<file path="src/hw/rtl/dual_odometer_speed_estimator_assert.svh">
// ----------------------------------------------------------------------------
// Dual odometer speed estimator assertion macros
// Shorthand for clocked implication checks that are disabled during reset.
// ----------------------------------------------------------------------------
`ifndef DUAL_ODOMETER_SPEED_ESTIMATOR_ASSERT_SVH
`define DUAL_ODOMETER_SPEED_ESTIMATOR_ASSERT_SVH

// The consequent must hold in the same cycle as the antecedent.
`define DOS_ASSERT_IMPL(name, clk, rstn, ante, cons, msg) \
  name: assert property (@(posedge clk) disable iff (!rstn) (ante) |-> (cons)) \
    else $error(msg);

// The consequent must hold in the cycle after the antecedent.
`define DOS_ASSERT_NEXT(name, clk, rstn, ante, cons, msg) \
  name: assert property (@(posedge clk) disable iff (!rstn) (ante) |=> (cons)) \
    else $error(msg);

`endif

</file>
<file path="src/hw/rtl/dos_pkg.sv">
// ----------------------------------------------------------------------------
// Dual odometer speed estimator package
// Widths, scale constants, command and divider types shared by the block.
// ----------------------------------------------------------------------------
package dos_pkg;

  // Field widths of the sensor report and the result word.
  localparam int unsigned TIME_W  = 32;
  localparam int unsigned COUNT_W = 32;
  localparam int unsigned VEL_W   = 32;
  localparam int unsigned MOVED_W = 40;
  localparam int unsigned TOTAL_W = 48;
  localparam int unsigned TSUM_W  = 33;

  // Configuration register widths and indexes.
  localparam int unsigned DPT_W     = 16;
  localparam int unsigned TIMEOUT_W = 32;
  localparam int unsigned CFG_W     = 32;
  localparam int unsigned CFG_IDX_W = 1;
  localparam logic [CFG_IDX_W-1:0] REG_DIST_PER_TICK = 1'd0;
  localparam logic [CFG_IDX_W-1:0] REG_STALE_TIMEOUT = 1'd1;
  localparam logic [DPT_W-1:0]     DPT_RESET         = 16'd1000;
  localparam logic [TIMEOUT_W-1:0] TIMEOUT_RESET     = 32'd100000;

  // Scale factors: two channels averaged times um->mm per us->s.
  localparam int unsigned SPEED_SCALE = 2000;
  localparam int unsigned CAP_SCALE   = 1000;
  localparam int unsigned DPT2K_W     = 27;
  localparam int unsigned DPT1K_W     = 26;

  // Exact distance moved: 33-bit tick sum times 17-bit signed distance.
  localparam int unsigned MOVED_X_W = 49;

  // Divider: 59-bit dividend, 32-bit divisor, 32-bit quotient or overflow.
  localparam int unsigned DEN_W = 32;
  localparam int unsigned NUM_W = 59;

  // Default depth of the command queue between front and back.
  localparam int unsigned FIFO_DEPTH = 2;

  // One classified report handed from the front to the back.
  typedef struct packed {
    logic signed [COUNT_W-1:0]   da;
    logic signed [COUNT_W-1:0]   db;
    logic [TIME_W-1:0]           dta;
    logic [TIME_W-1:0]           dtb;
    logic [TIME_W-1:0]           elapsed;
    logic                        upd_a;
    logic                        upd_b;
    logic                        stale;
    logic                        cap_en;
    logic signed [MOVED_X_W-1:0] moved;
    logic signed [TSUM_W-1:0]    tick_sum;
  } dos_cmd_t;

  typedef struct packed {
    logic             start;
    logic [NUM_W-1:0] num;
    logic [DEN_W-1:0] den;
  } dos_div_req_t;

  typedef struct packed {
    logic             busy;
    logic             done;
    logic             ovf;
    logic [DEN_W-1:0] quot;
  } dos_div_rsp_t;

  typedef enum logic [2:0] {
    ST_IDLE,
    ST_LOAD,
    ST_START,
    ST_WAIT,
    ST_FINISH
  } dos_state_e;

  typedef enum logic [1:0] {
    PH_A,
    PH_B,
    PH_C
  } dos_phase_e;

endpackage

</file>
<file path="src/hw/rtl/dos_out_if.sv">
// ----------------------------------------------------------------------------
// Speed result channel
// Valid/ready channel carrying one velocity and distance result word.
// ----------------------------------------------------------------------------
interface dos_out_if;
  import dos_pkg::*;

  logic                     valid;
  logic                     ready;
  logic signed [VEL_W-1:0]   velocity_mm_s;
  logic signed [MOVED_W-1:0] moved_um;
  logic signed [TOTAL_W-1:0] total_um;
  logic signed [TSUM_W-1:0]  tick_sum;

  modport source (
    output valid, velocity_mm_s, moved_um, total_um, tick_sum,
    input  ready
  );

  modport sink (
    input  valid, velocity_mm_s, moved_um, total_um, tick_sum,
    output ready
  );
endinterface

</file>
<file path="src/hw/rtl/dos_back.sv">
// ----------------------------------------------------------------------------
// Speed back end
// Pops commands, runs the channel speed and cap divisions on the shared
// divider, forms velocity and distance totals and holds the result word.
// ----------------------------------------------------------------------------
`include "dual_odometer_speed_estimator_assert.svh"

module dos_back (
  input  logic                          clk_i,
  input  logic                          rst_ni,
  input  logic [dos_pkg::DPT_W-1:0]     cfg_dpt_i,
  input  logic                          empty_i,
  input  dos_pkg::dos_cmd_t             cmd_i,
  output logic                          pop_o,
  output dos_pkg::dos_div_req_t         div_req_o,
  input  dos_pkg::dos_div_rsp_t         div_rsp_i,
  dos_out_if.source                     out_o
);
  import dos_pkg::*;

  localparam logic [VEL_W-1:0]   S32_MAX = {1'b0, {(VEL_W - 1){1'b1}}};
  localparam logic [VEL_W-1:0]   S32_MIN = {1'b1, {(VEL_W - 1){1'b0}}};
  localparam logic [TOTAL_W-1:0] S48_MAX = {1'b0, {(TOTAL_W - 1){1'b1}}};
  localparam logic [TOTAL_W-1:0] S48_MIN = {1'b1, {(TOTAL_W - 1){1'b0}}};
  localparam logic [MOVED_W-1:0] S40_MAX = {1'b0, {(MOVED_W - 1){1'b1}}};
  localparam logic [MOVED_W-1:0] S40_MIN = {1'b1, {(MOVED_W - 1){1'b0}}};

  dos_state_e state_q, state_d;
  dos_phase_e ph_q, ph_d;

  dos_cmd_t                  cmd_q;
  logic [NUM_W-1:0]          num_q;
  logic [DEN_W-1:0]          den_q;
  logic [DPT1K_W-1:0]        cap_q;
  logic [DPT2K_W-1:0]        dpt2k_q;
  logic [DPT1K_W-1:0]        dpt1k_q;
  logic signed [VEL_W-1:0]   speed_a_q, speed_b_q;
  logic signed [TOTAL_W-1:0] total_q;
  logic                      out_valid_q, out_valid_d;
  logic signed [VEL_W-1:0]   vel_out_q;
  logic signed [MOVED_W-1:0] moved_out_q;
  logic signed [TSUM_W-1:0]  tsum_out_q;

  logic ld_cmd, ld_div, st_res, fin;

  // Saturate an unsigned quotient magnitude to a signed 32-bit speed.
  function automatic logic [VEL_W-1:0] sat_speed(logic [DEN_W-1:0] q, logic ovf,
                                                 logic neg);
    logic big;
    if (neg) begin
      big = ovf || (q > S32_MIN);
      return big ? S32_MIN : (~q + 1'b1);
    end else begin
      big = ovf || q[DEN_W-1];
      return big ? S32_MAX : q;
    end
  endfunction

  // Dividend and divisor for the current phase.
  logic signed [COUNT_W-1:0] dsel;
  logic [COUNT_W-1:0]        mag;
  logic [NUM_W-1:0]          prod, num_sel;
  logic [DEN_W-1:0]          den_sel;

  assign dsel = (ph_q == PH_A) ? cmd_q.da : cmd_q.db;
  assign mag  = dsel[COUNT_W-1] ? (~dsel + 1'b1) : dsel;
  assign prod = {{(NUM_W - COUNT_W){1'b0}}, mag} * {{(NUM_W - DPT2K_W){1'b0}}, dpt2k_q};

  always_comb begin
    unique case (ph_q)
      PH_A: begin
        num_sel = prod;
        den_sel = cmd_q.dta;
      end
      PH_B: begin
        num_sel = prod;
        den_sel = cmd_q.dtb;
      end
      PH_C: begin
        num_sel = {{(NUM_W - DPT1K_W){1'b0}}, dpt1k_q};
        den_sel = cmd_q.elapsed;
      end
      default: begin
        num_sel = prod;
        den_sel = cmd_q.elapsed;
      end
    endcase
  end

  // Velocity: mean of the channel speeds, then stale and cap handling.
  logic signed [VEL_W:0]   vsum, vavg;
  logic [VEL_W-1:0]        vel, vmag, cap_ext, vel_fin;

  assign vsum    = {speed_a_q[VEL_W-1], speed_a_q} + {speed_b_q[VEL_W-1], speed_b_q};
  assign vavg    = vsum + {{VEL_W{1'b0}}, vsum[VEL_W]};
  assign vel     = vavg[VEL_W:1];
  assign vmag    = vel[VEL_W-1] ? (~vel + 1'b1) : vel;
  assign cap_ext = {{(VEL_W - DPT1K_W){1'b0}}, cap_q};

  always_comb begin
    if (cmd_q.stale) begin
      vel_fin = '0;
    end else if (cmd_q.cap_en && (cap_ext < vmag)) begin
      vel_fin = vel[VEL_W-1] ? (~cap_ext + 1'b1) : cap_ext;
    end else begin
      vel_fin = vel;
    end
  end

  // Saturating distance total and moved-distance output.
  logic signed [TOTAL_W+1:0] tsum_wide;
  logic [TOTAL_W-1:0]        total_d;
  logic [MOVED_W-1:0]        moved_sat;
  logic                      tot_fits, mov_fits;

  assign tsum_wide = {{2{total_q[TOTAL_W-1]}}, total_q}
                   + {cmd_q.moved[MOVED_X_W-1], cmd_q.moved};
  assign tot_fits  = (&tsum_wide[TOTAL_W+1:TOTAL_W-1]) || !(|tsum_wide[TOTAL_W+1:TOTAL_W-1]);
  assign total_d   = tot_fits ? tsum_wide[TOTAL_W-1:0]
                              : (tsum_wide[TOTAL_W+1] ? S48_MIN : S48_MAX);
  assign mov_fits  = (&cmd_q.moved[MOVED_X_W-1:MOVED_W-1])
                  || !(|cmd_q.moved[MOVED_X_W-1:MOVED_W-1]);
  assign moved_sat = mov_fits ? cmd_q.moved[MOVED_W-1:0]
                              : (cmd_q.moved[MOVED_X_W-1] ? S40_MIN : S40_MAX);

  // Sequencer: speed A, speed B, cap, then the result word.
  always_comb begin
    state_d = state_q;
    ph_d    = ph_q;
    ld_cmd  = 1'b0;
    ld_div  = 1'b0;
    st_res  = 1'b0;
    fin     = 1'b0;
    unique case (state_q)
      ST_IDLE: begin
        if (!empty_i) begin
          ld_cmd  = 1'b1;
          ph_d    = PH_A;
          state_d = ST_LOAD;
        end
      end
      ST_LOAD: begin
        unique case (ph_q)
          PH_A: begin
            if (cmd_q.upd_a) begin
              ld_div  = 1'b1;
              state_d = ST_START;
            end else begin
              ph_d = PH_B;
            end
          end
          PH_B: begin
            if (cmd_q.upd_b) begin
              ld_div  = 1'b1;
              state_d = ST_START;
            end else begin
              ph_d = PH_C;
            end
          end
          PH_C: begin
            if (cmd_q.cap_en) begin
              ld_div  = 1'b1;
              state_d = ST_START;
            end else begin
              state_d = ST_FINISH;
            end
          end
          default: state_d = ST_FINISH;
        endcase
      end
      ST_START: begin
        state_d = ST_WAIT;
      end
      ST_WAIT: begin
        if (div_rsp_i.done) begin
          st_res = 1'b1;
          unique case (ph_q)
            PH_A: begin
              ph_d    = PH_B;
              state_d = ST_LOAD;
            end
            PH_B: begin
              ph_d    = PH_C;
              state_d = ST_LOAD;
            end
            default: state_d = ST_FINISH;
          endcase
        end
      end
      ST_FINISH: begin
        if (!out_valid_q || out_o.ready) begin
          fin     = 1'b1;
          state_d = ST_IDLE;
        end
      end
      default: state_d = ST_IDLE;
    endcase

    if (fin) begin
      out_valid_d = 1'b1;
    end else if (out_o.ready) begin
      out_valid_d = 1'b0;
    end else begin
      out_valid_d = out_valid_q;
    end
  end

  assign pop_o           = ld_cmd;
  assign div_req_o.start = (state_q == ST_START);
  assign div_req_o.num   = num_q;
  assign div_req_o.den   = den_q;

  // Control and architectural state.
  always_ff @(posedge clk_i or negedge rst_ni) begin
    if (!rst_ni) begin
      state_q     <= ST_IDLE;
      ph_q        <= PH_A;
      out_valid_q <= 1'b0;
      speed_a_q   <= '0;
      speed_b_q   <= '0;
      total_q     <= '0;
    end else begin
      state_q     <= state_d;
      ph_q        <= ph_d;
      out_valid_q <= out_valid_d;
      if (st_res && (ph_q == PH_A)) begin
        speed_a_q <= sat_speed(div_rsp_i.quot, div_rsp_i.ovf, cmd_q.da[COUNT_W-1]);
      end
      if (st_res && (ph_q == PH_B)) begin
        speed_b_q <= sat_speed(div_rsp_i.quot, div_rsp_i.ovf, cmd_q.db[COUNT_W-1]);
      end
      if (fin) begin
        total_q <= total_d;
      end
    end
  end

  // Payload registers.
  always_ff @(posedge clk_i) begin
    dpt2k_q <= {{(DPT2K_W - DPT_W){1'b0}}, cfg_dpt_i} * DPT2K_W'(SPEED_SCALE);
    dpt1k_q <= {{(DPT1K_W - DPT_W){1'b0}}, cfg_dpt_i} * DPT1K_W'(CAP_SCALE);
    if (ld_cmd) begin
      cmd_q <= cmd_i;
    end
    if (ld_div) begin
      num_q <= num_sel;
      den_q <= den_sel;
    end
    if (st_res && (ph_q == PH_C)) begin
      cap_q <= div_rsp_i.quot[DPT1K_W-1:0];
    end
    if (fin) begin
      vel_out_q   <= vel_fin;
      moved_out_q <= moved_sat;
      tsum_out_q  <= cmd_q.tick_sum;
    end
  end

  assign out_o.valid         = out_valid_q;
  assign out_o.velocity_mm_s = vel_out_q;
  assign out_o.moved_um      = moved_out_q;
  assign out_o.total_um      = total_q;
  assign out_o.tick_sum      = tsum_out_q;

  // Checks on sequencing against the divider and the output register.
  `DOS_ASSERT_IMPL(a_div_start_free, clk_i, rst_ni, div_req_o.start, !div_rsp_i.busy, "divider started while busy")
  `DOS_ASSERT_IMPL(a_speed_a_src, clk_i, rst_ni, speed_a_q != $past(speed_a_q), $past(state_q == ST_WAIT && ph_q == PH_A), "speed A changed outside its division")
  `DOS_ASSERT_IMPL(a_out_rise_src, clk_i, rst_ni, $rose(out_valid_q), $past(state_q == ST_FINISH), "result word raised outside finish")
  `DOS_ASSERT_NEXT(a_finish_leaves, clk_i, rst_ni, state_q == ST_FINISH && (!out_valid_q || out_o.ready), out_valid_q && state_q == ST_IDLE, "finish did not deliver a word")
endmodule

</file>
<file path="src/flat_wrapper.sv">
// flat-port wrapper written by rule: the top's interface ports become plain ports
module dos_back_flat import dos_pkg::*;
  (clk_i, rst_ni, cfg_dpt_i, empty_i, cmd_i, pop_o, div_req_o, div_rsp_i, out_o_valid, out_o_velocity_mm_s, out_o_moved_um, out_o_total_um, out_o_tick_sum, out_o_ready);
  dos_out_if out_o_i ();
  input  logic clk_i;
  input  logic rst_ni;
  input  logic [dos_pkg::DPT_W-1:0] cfg_dpt_i;
  input  logic empty_i;
  input  dos_pkg::dos_cmd_t cmd_i;
  output logic pop_o;
  output dos_pkg::dos_div_req_t div_req_o;
  input  dos_pkg::dos_div_rsp_t div_rsp_i;
  output wire logic [$bits(out_o_i.valid)-1:0] out_o_valid;
  output wire logic [$bits(out_o_i.velocity_mm_s)-1:0] out_o_velocity_mm_s;
  output wire logic [$bits(out_o_i.moved_um)-1:0] out_o_moved_um;
  output wire logic [$bits(out_o_i.total_um)-1:0] out_o_total_um;
  output wire logic [$bits(out_o_i.tick_sum)-1:0] out_o_tick_sum;
  input wire logic [$bits(out_o_i.ready)-1:0] out_o_ready;
  assign out_o_valid = out_o_i.valid;
  assign out_o_velocity_mm_s = out_o_i.velocity_mm_s;
  assign out_o_moved_um = out_o_i.moved_um;
  assign out_o_total_um = out_o_i.total_um;
  assign out_o_tick_sum = out_o_i.tick_sum;
  assign out_o_i.ready = out_o_ready;
  dos_back u_core (.clk_i(clk_i), .rst_ni(rst_ni), .cfg_dpt_i(cfg_dpt_i), .empty_i(empty_i), .cmd_i(cmd_i), .pop_o(pop_o), .div_req_o(div_req_o), .div_rsp_i(div_rsp_i), .out_o(out_o_i));
endmodule
</file>
<file path="config.mk">
export PLATFORM = sky130hd
export DESIGN_NAME = dos_back_flat
export DESIGN_NICKNAME = d
export VERILOG_FILES = /design/src/hw/rtl/dos_pkg.sv /design/src/hw/rtl/dos_out_if.sv /design/src/hw/rtl/dos_back.sv /design/src/flat_wrapper.sv
export VERILOG_INCLUDE_DIRS = /design/src /design/src/hw/rtl
export SDC_FILE = /design/constraint.sdc
export NUM_CORES = 2
export LEC_CHECK = 0
export BUFFER_PORTS_ARGS = -buffer_cell sky130_fd_sc_hd__buf_4
export CELL_PAD_IN_SITES_DETAIL_PLACEMENT = 0
export CELL_PAD_IN_SITES_GLOBAL_PLACEMENT = 2
export CORE_UTILIZATION = 36
export CTS_BUF_LIST = sky130_fd_sc_hd__clkbuf_4
export CTS_CLUSTER_DIAMETER = 30
export DETAILED_ROUTE_END_ITERATION = 8
export GPL_ROUTABILITY_DRIVEN = 0
export GPL_TIMING_DRIVEN = 0
export PLACE_DENSITY = 0.8
export SLEW_MARGIN = 20
export SYNTH_ARGS = -nofsm -noshare
export SYNTH_HDL_FRONTEND = slang
export SYNTH_SLANG_ARGS = --single-unit
</file>
<file path="constraint.sdc">
create_clock -name clk_i -period 26.8 [get_ports clk_i]
set_input_delay 2.68 -clock clk_i [delete_from_list [all_inputs] [get_ports clk_i]]
set_output_delay 2.68 -clock clk_i [all_outputs]
set_load 0.005 [all_outputs]
</file>
==> flow_summary.toml <==
[outcome]
status = "completed"

[setup_path]
crit_required_ns = 27.70
worstReg2RegEnd = "u_core.num_q[55]$_SDFFCE_PP0P_"
reg2regPathDepth = 44
path_common_cell = "fa_1"
slowest_delay_ns = 0.87
cp-end-kind = "register"
cp_max_fo = 10
crit_buf_inv = 11
r2r_setup_slack_ns = 10.40
worstSetupStartpointType = "register"
criticalPathCategory = "reg2reg"
r2r-start = "u_core.ph_q[1]$_DFFE_PN0P_"
critPathSlowestCell = "nor2_1"
critPathTopFamily = "buffers and inverters"
cp_data_arrival_time_ns = 17.29

[drt]
drtAntennaViolNets = 0
vias_per_cell = 5.10
avgRoutedWirePerCell_um = 22.9
drt-pass1-iter-count = 6
wirelength_mm = 198
route.detailed.drc = 0
vias = 44100
drt_iter0_drc = 2910

[final_layout]
final_cell_mix = "810 x nand2_1, 766 x inv_1, 683 x fa_1"
drive_gt1_share_pct = 14.7
syn2layout_area_growth_pct = 17.3
nets = 7766
final_common_cell = "nand2_1"

[synthesis]
async_flop_share_pct = 19.5
syn_area_mm2 = 0.0564
yosysWarnings = 0
synth-seq-cells = 606
synth_edf_count = 465
synthCells = 5663
syn_avg_cell_area_um2 = 9.95
synth_flop_cell = "edfxtp_1"
ys_seq_area_share_pct = 30.8
synth_cell_types = 94

[global_route]
grt_pass1_vias = 45800
track_usage_pct = 25.2
grt_start_max_net_pins = 76
antenna_found_initial = 33
grt-ovfl-total = 0
grt_pass1_wl_mm = 293

[sta]
tightest_slew_ns = 1.20
setup_violations = 0
fmax_mhz = 61.0
final_min_period_over_clock_period_pct = 61.2
skew_ns = 0.120
maxSlewHeadroom_pct = 19.6
rsz0062_at_grt = "false"
fin_tns_setup_ns = 0
slew_viol_final = 0
finalHoldViolations = 0
post-route-min-period_ns = 16.40

[place]
dp_hpwl_mm = 164
port_buffers = 543

[cts]
cts_buffers = 183
cts.sinks = 606
cts_tree = "yes"
clock_latency_ns = 1.22
hold_buffers = 0
htreeDepth = 4
postCtsResizedCells = 0
postCtsSetupBuffers = 0
path_clk_slew_ns = 0.06
max-clock-path-buffers = 3
cts_root_buf = "clkbuf_4"

[die]
fp.dieW_um = 398
start_util_pct = 36.4
die_h_um = 398
core_region_area_mm2 = 0.155
die_area_mm2 = 0.158
num_rows = 144
num_io_pins = 548

[min_path]
whs_endpoint = "u_core.out_o.tick_sum[30]$_DFFE_PP_"
hold_path_depth = 0
min_from = "u_core.cmd_q[30]$_DFFE_PP_"
worstHoldPathType = "reg2reg"

[job]
max-cap-violations = 0
-- kinds of logic after synthesis --
kind of cell / synth area share, %
mux: 1.90
simple gates: 15.1
flops: 30.8
fa+ha+maj: 31.9
xor+xnor: 3.68
other cells: 0.00665
compound gates: 9.67
buf+inv: 6.93
-- layout make-up --
class	count	area, um2
Antenna cell	25	62.6
Buffer	258	1040
Clock buffer	248	1860
Clock inverter	85	589
Fill cell	15200	88700
Inverter	766	2880
Multi-Input combinational cell	4035	35200
Sequential cell	606	17400
Tap cell	2044	2560
Timing Repair Buffer	587	4570
-- sequential cells by signal (all words and copies together) (netlist names) --
name                        count
u_core.cap_q                   26
u_core.cmd_q                  246
u_core.den_q                   32
u_core.dpt1k_q                 23
u_core.num_q                   56
u_core.out_o.moved_um          40
u_core.out_o.tick_sum          33
u_core.out_o.total_um          48
u_core.out_o.valid              1
u_core.out_o.velocity_mm_s     32
u_core.ph_q                     2
u_core.speed_a_q               32
u_core.speed_b_q               32
u_core.state_q                  3
-- how the worst max path moves through the flow --
stage,from,cells past startpoint,end
2_1_floorplan,empty_i,1,pop_o
3_3_place_gp,empty_i,3,pop_o
6_report,u_core.ph_q[1]$_DFFE_PN0P_,44,u_core.num_q[55]$_SDFFCE_PP0P_
5_1_grt,u_core.ph_q[1]$_DFFE_PN0P_,46,u_core.num_q[57]$_SDFFCE_PP0P_
4_1_cts,u_core.ph_q[1]$_DFFE_PN0P_,43,u_core.num_q[57]$_SDFFCE_PP0P_
3_5_place_dp,u_core.ph_q[1]$_DFFE_PN0P_,43,u_core.num_q[57]$_SDFFCE_PP0P_
-- worst register-to-register path, delay by kind of cell (launching register included) --
kind	cells	cell delay, ns
AOI/OAI and AO/OA	13	4.08
and+or+nand+nor	9	2.01
xor gates and xnor gates	2	0.93
DFF	1	0.40
buffers and inverters	11	4.59
adders and majority gates	9	4.06
-- through the flow --
stage          utilization, %  worst slack, ns  hold slack, ns  instance area, um2  cells
2_1_floorplan               -             8.30           0.400               56400   5665
3_3_place_gp             40.7           0.0802           0.402               63000   8252
3_5_place_dp             41.1            10.41           0.405               63600   8294
4_1_cts                  42.7            10.28           0.410               66000   8627
5_1_grt                  42.7             9.36           0.413               66100   8644
6_report                 42.7            10.40           0.413               66100   8654
-- metal layers --
| layer | vias up | GRT usage [%] | wire length (um) |
|---|---|---|---|
| li1 | 20300 | - | - |
| met1 | 21700 | 33.6 | 84400 |
| met2 | 1699 | 38.9 | 87700 |
| met3 | 356 | 6.73 | 17800 |
| met4 | 16 | 10.2 | 7980 |
| met5 | - | 0 | 97 |
-- cells in the mapped netlist (all sizes together) (17+ instances only) --
master | instances | area share [%]
mux2 | 28 | 0.73
a31oi | 22 | 0.24
o211ai | 18 | 0.24
ha | 345 | 7.7
edfxtp | 465 | 25
inv | 766 | 5.1
a21oi | 243 | 2.2
a21o | 86 | 1.2
or3 | 48 | 0.53
nor3 | 111 | 1.0
buf | 24 | 0.28
o311ai | 20 | 0.31
nor2b | 23 | 0.26
o21bai | 18 | 0.24
and3 | 26 | 0.29
clkbuf | 234 | 1.6
xnor2 | 144 | 2.2
dfrtp | 118 | 5.2
xor2 | 93 | 1.4
nand4 | 24 | 0.27
dfxtp | 23 | 0.82
fa | 683 | 24
o21a | 30 | 0.40
nand2b | 34 | 0.38
and2 | 317 | 3.5
o22ai | 21 | 0.23
o31ai | 17 | 0.25
nand3 | 47 | 0.42
nor4 | 22 | 0.27
nand2 | 810 | 5.4
mux2i | 66 | 1.2
a211oi | 27 | 0.37
o21ai | 290 | 2.6
nor2 | 267 | 1.8
Power is left out: the tool's default activity adds up to more than one toggle a clock period on the data nets, which glitch-free logic cannot reach.
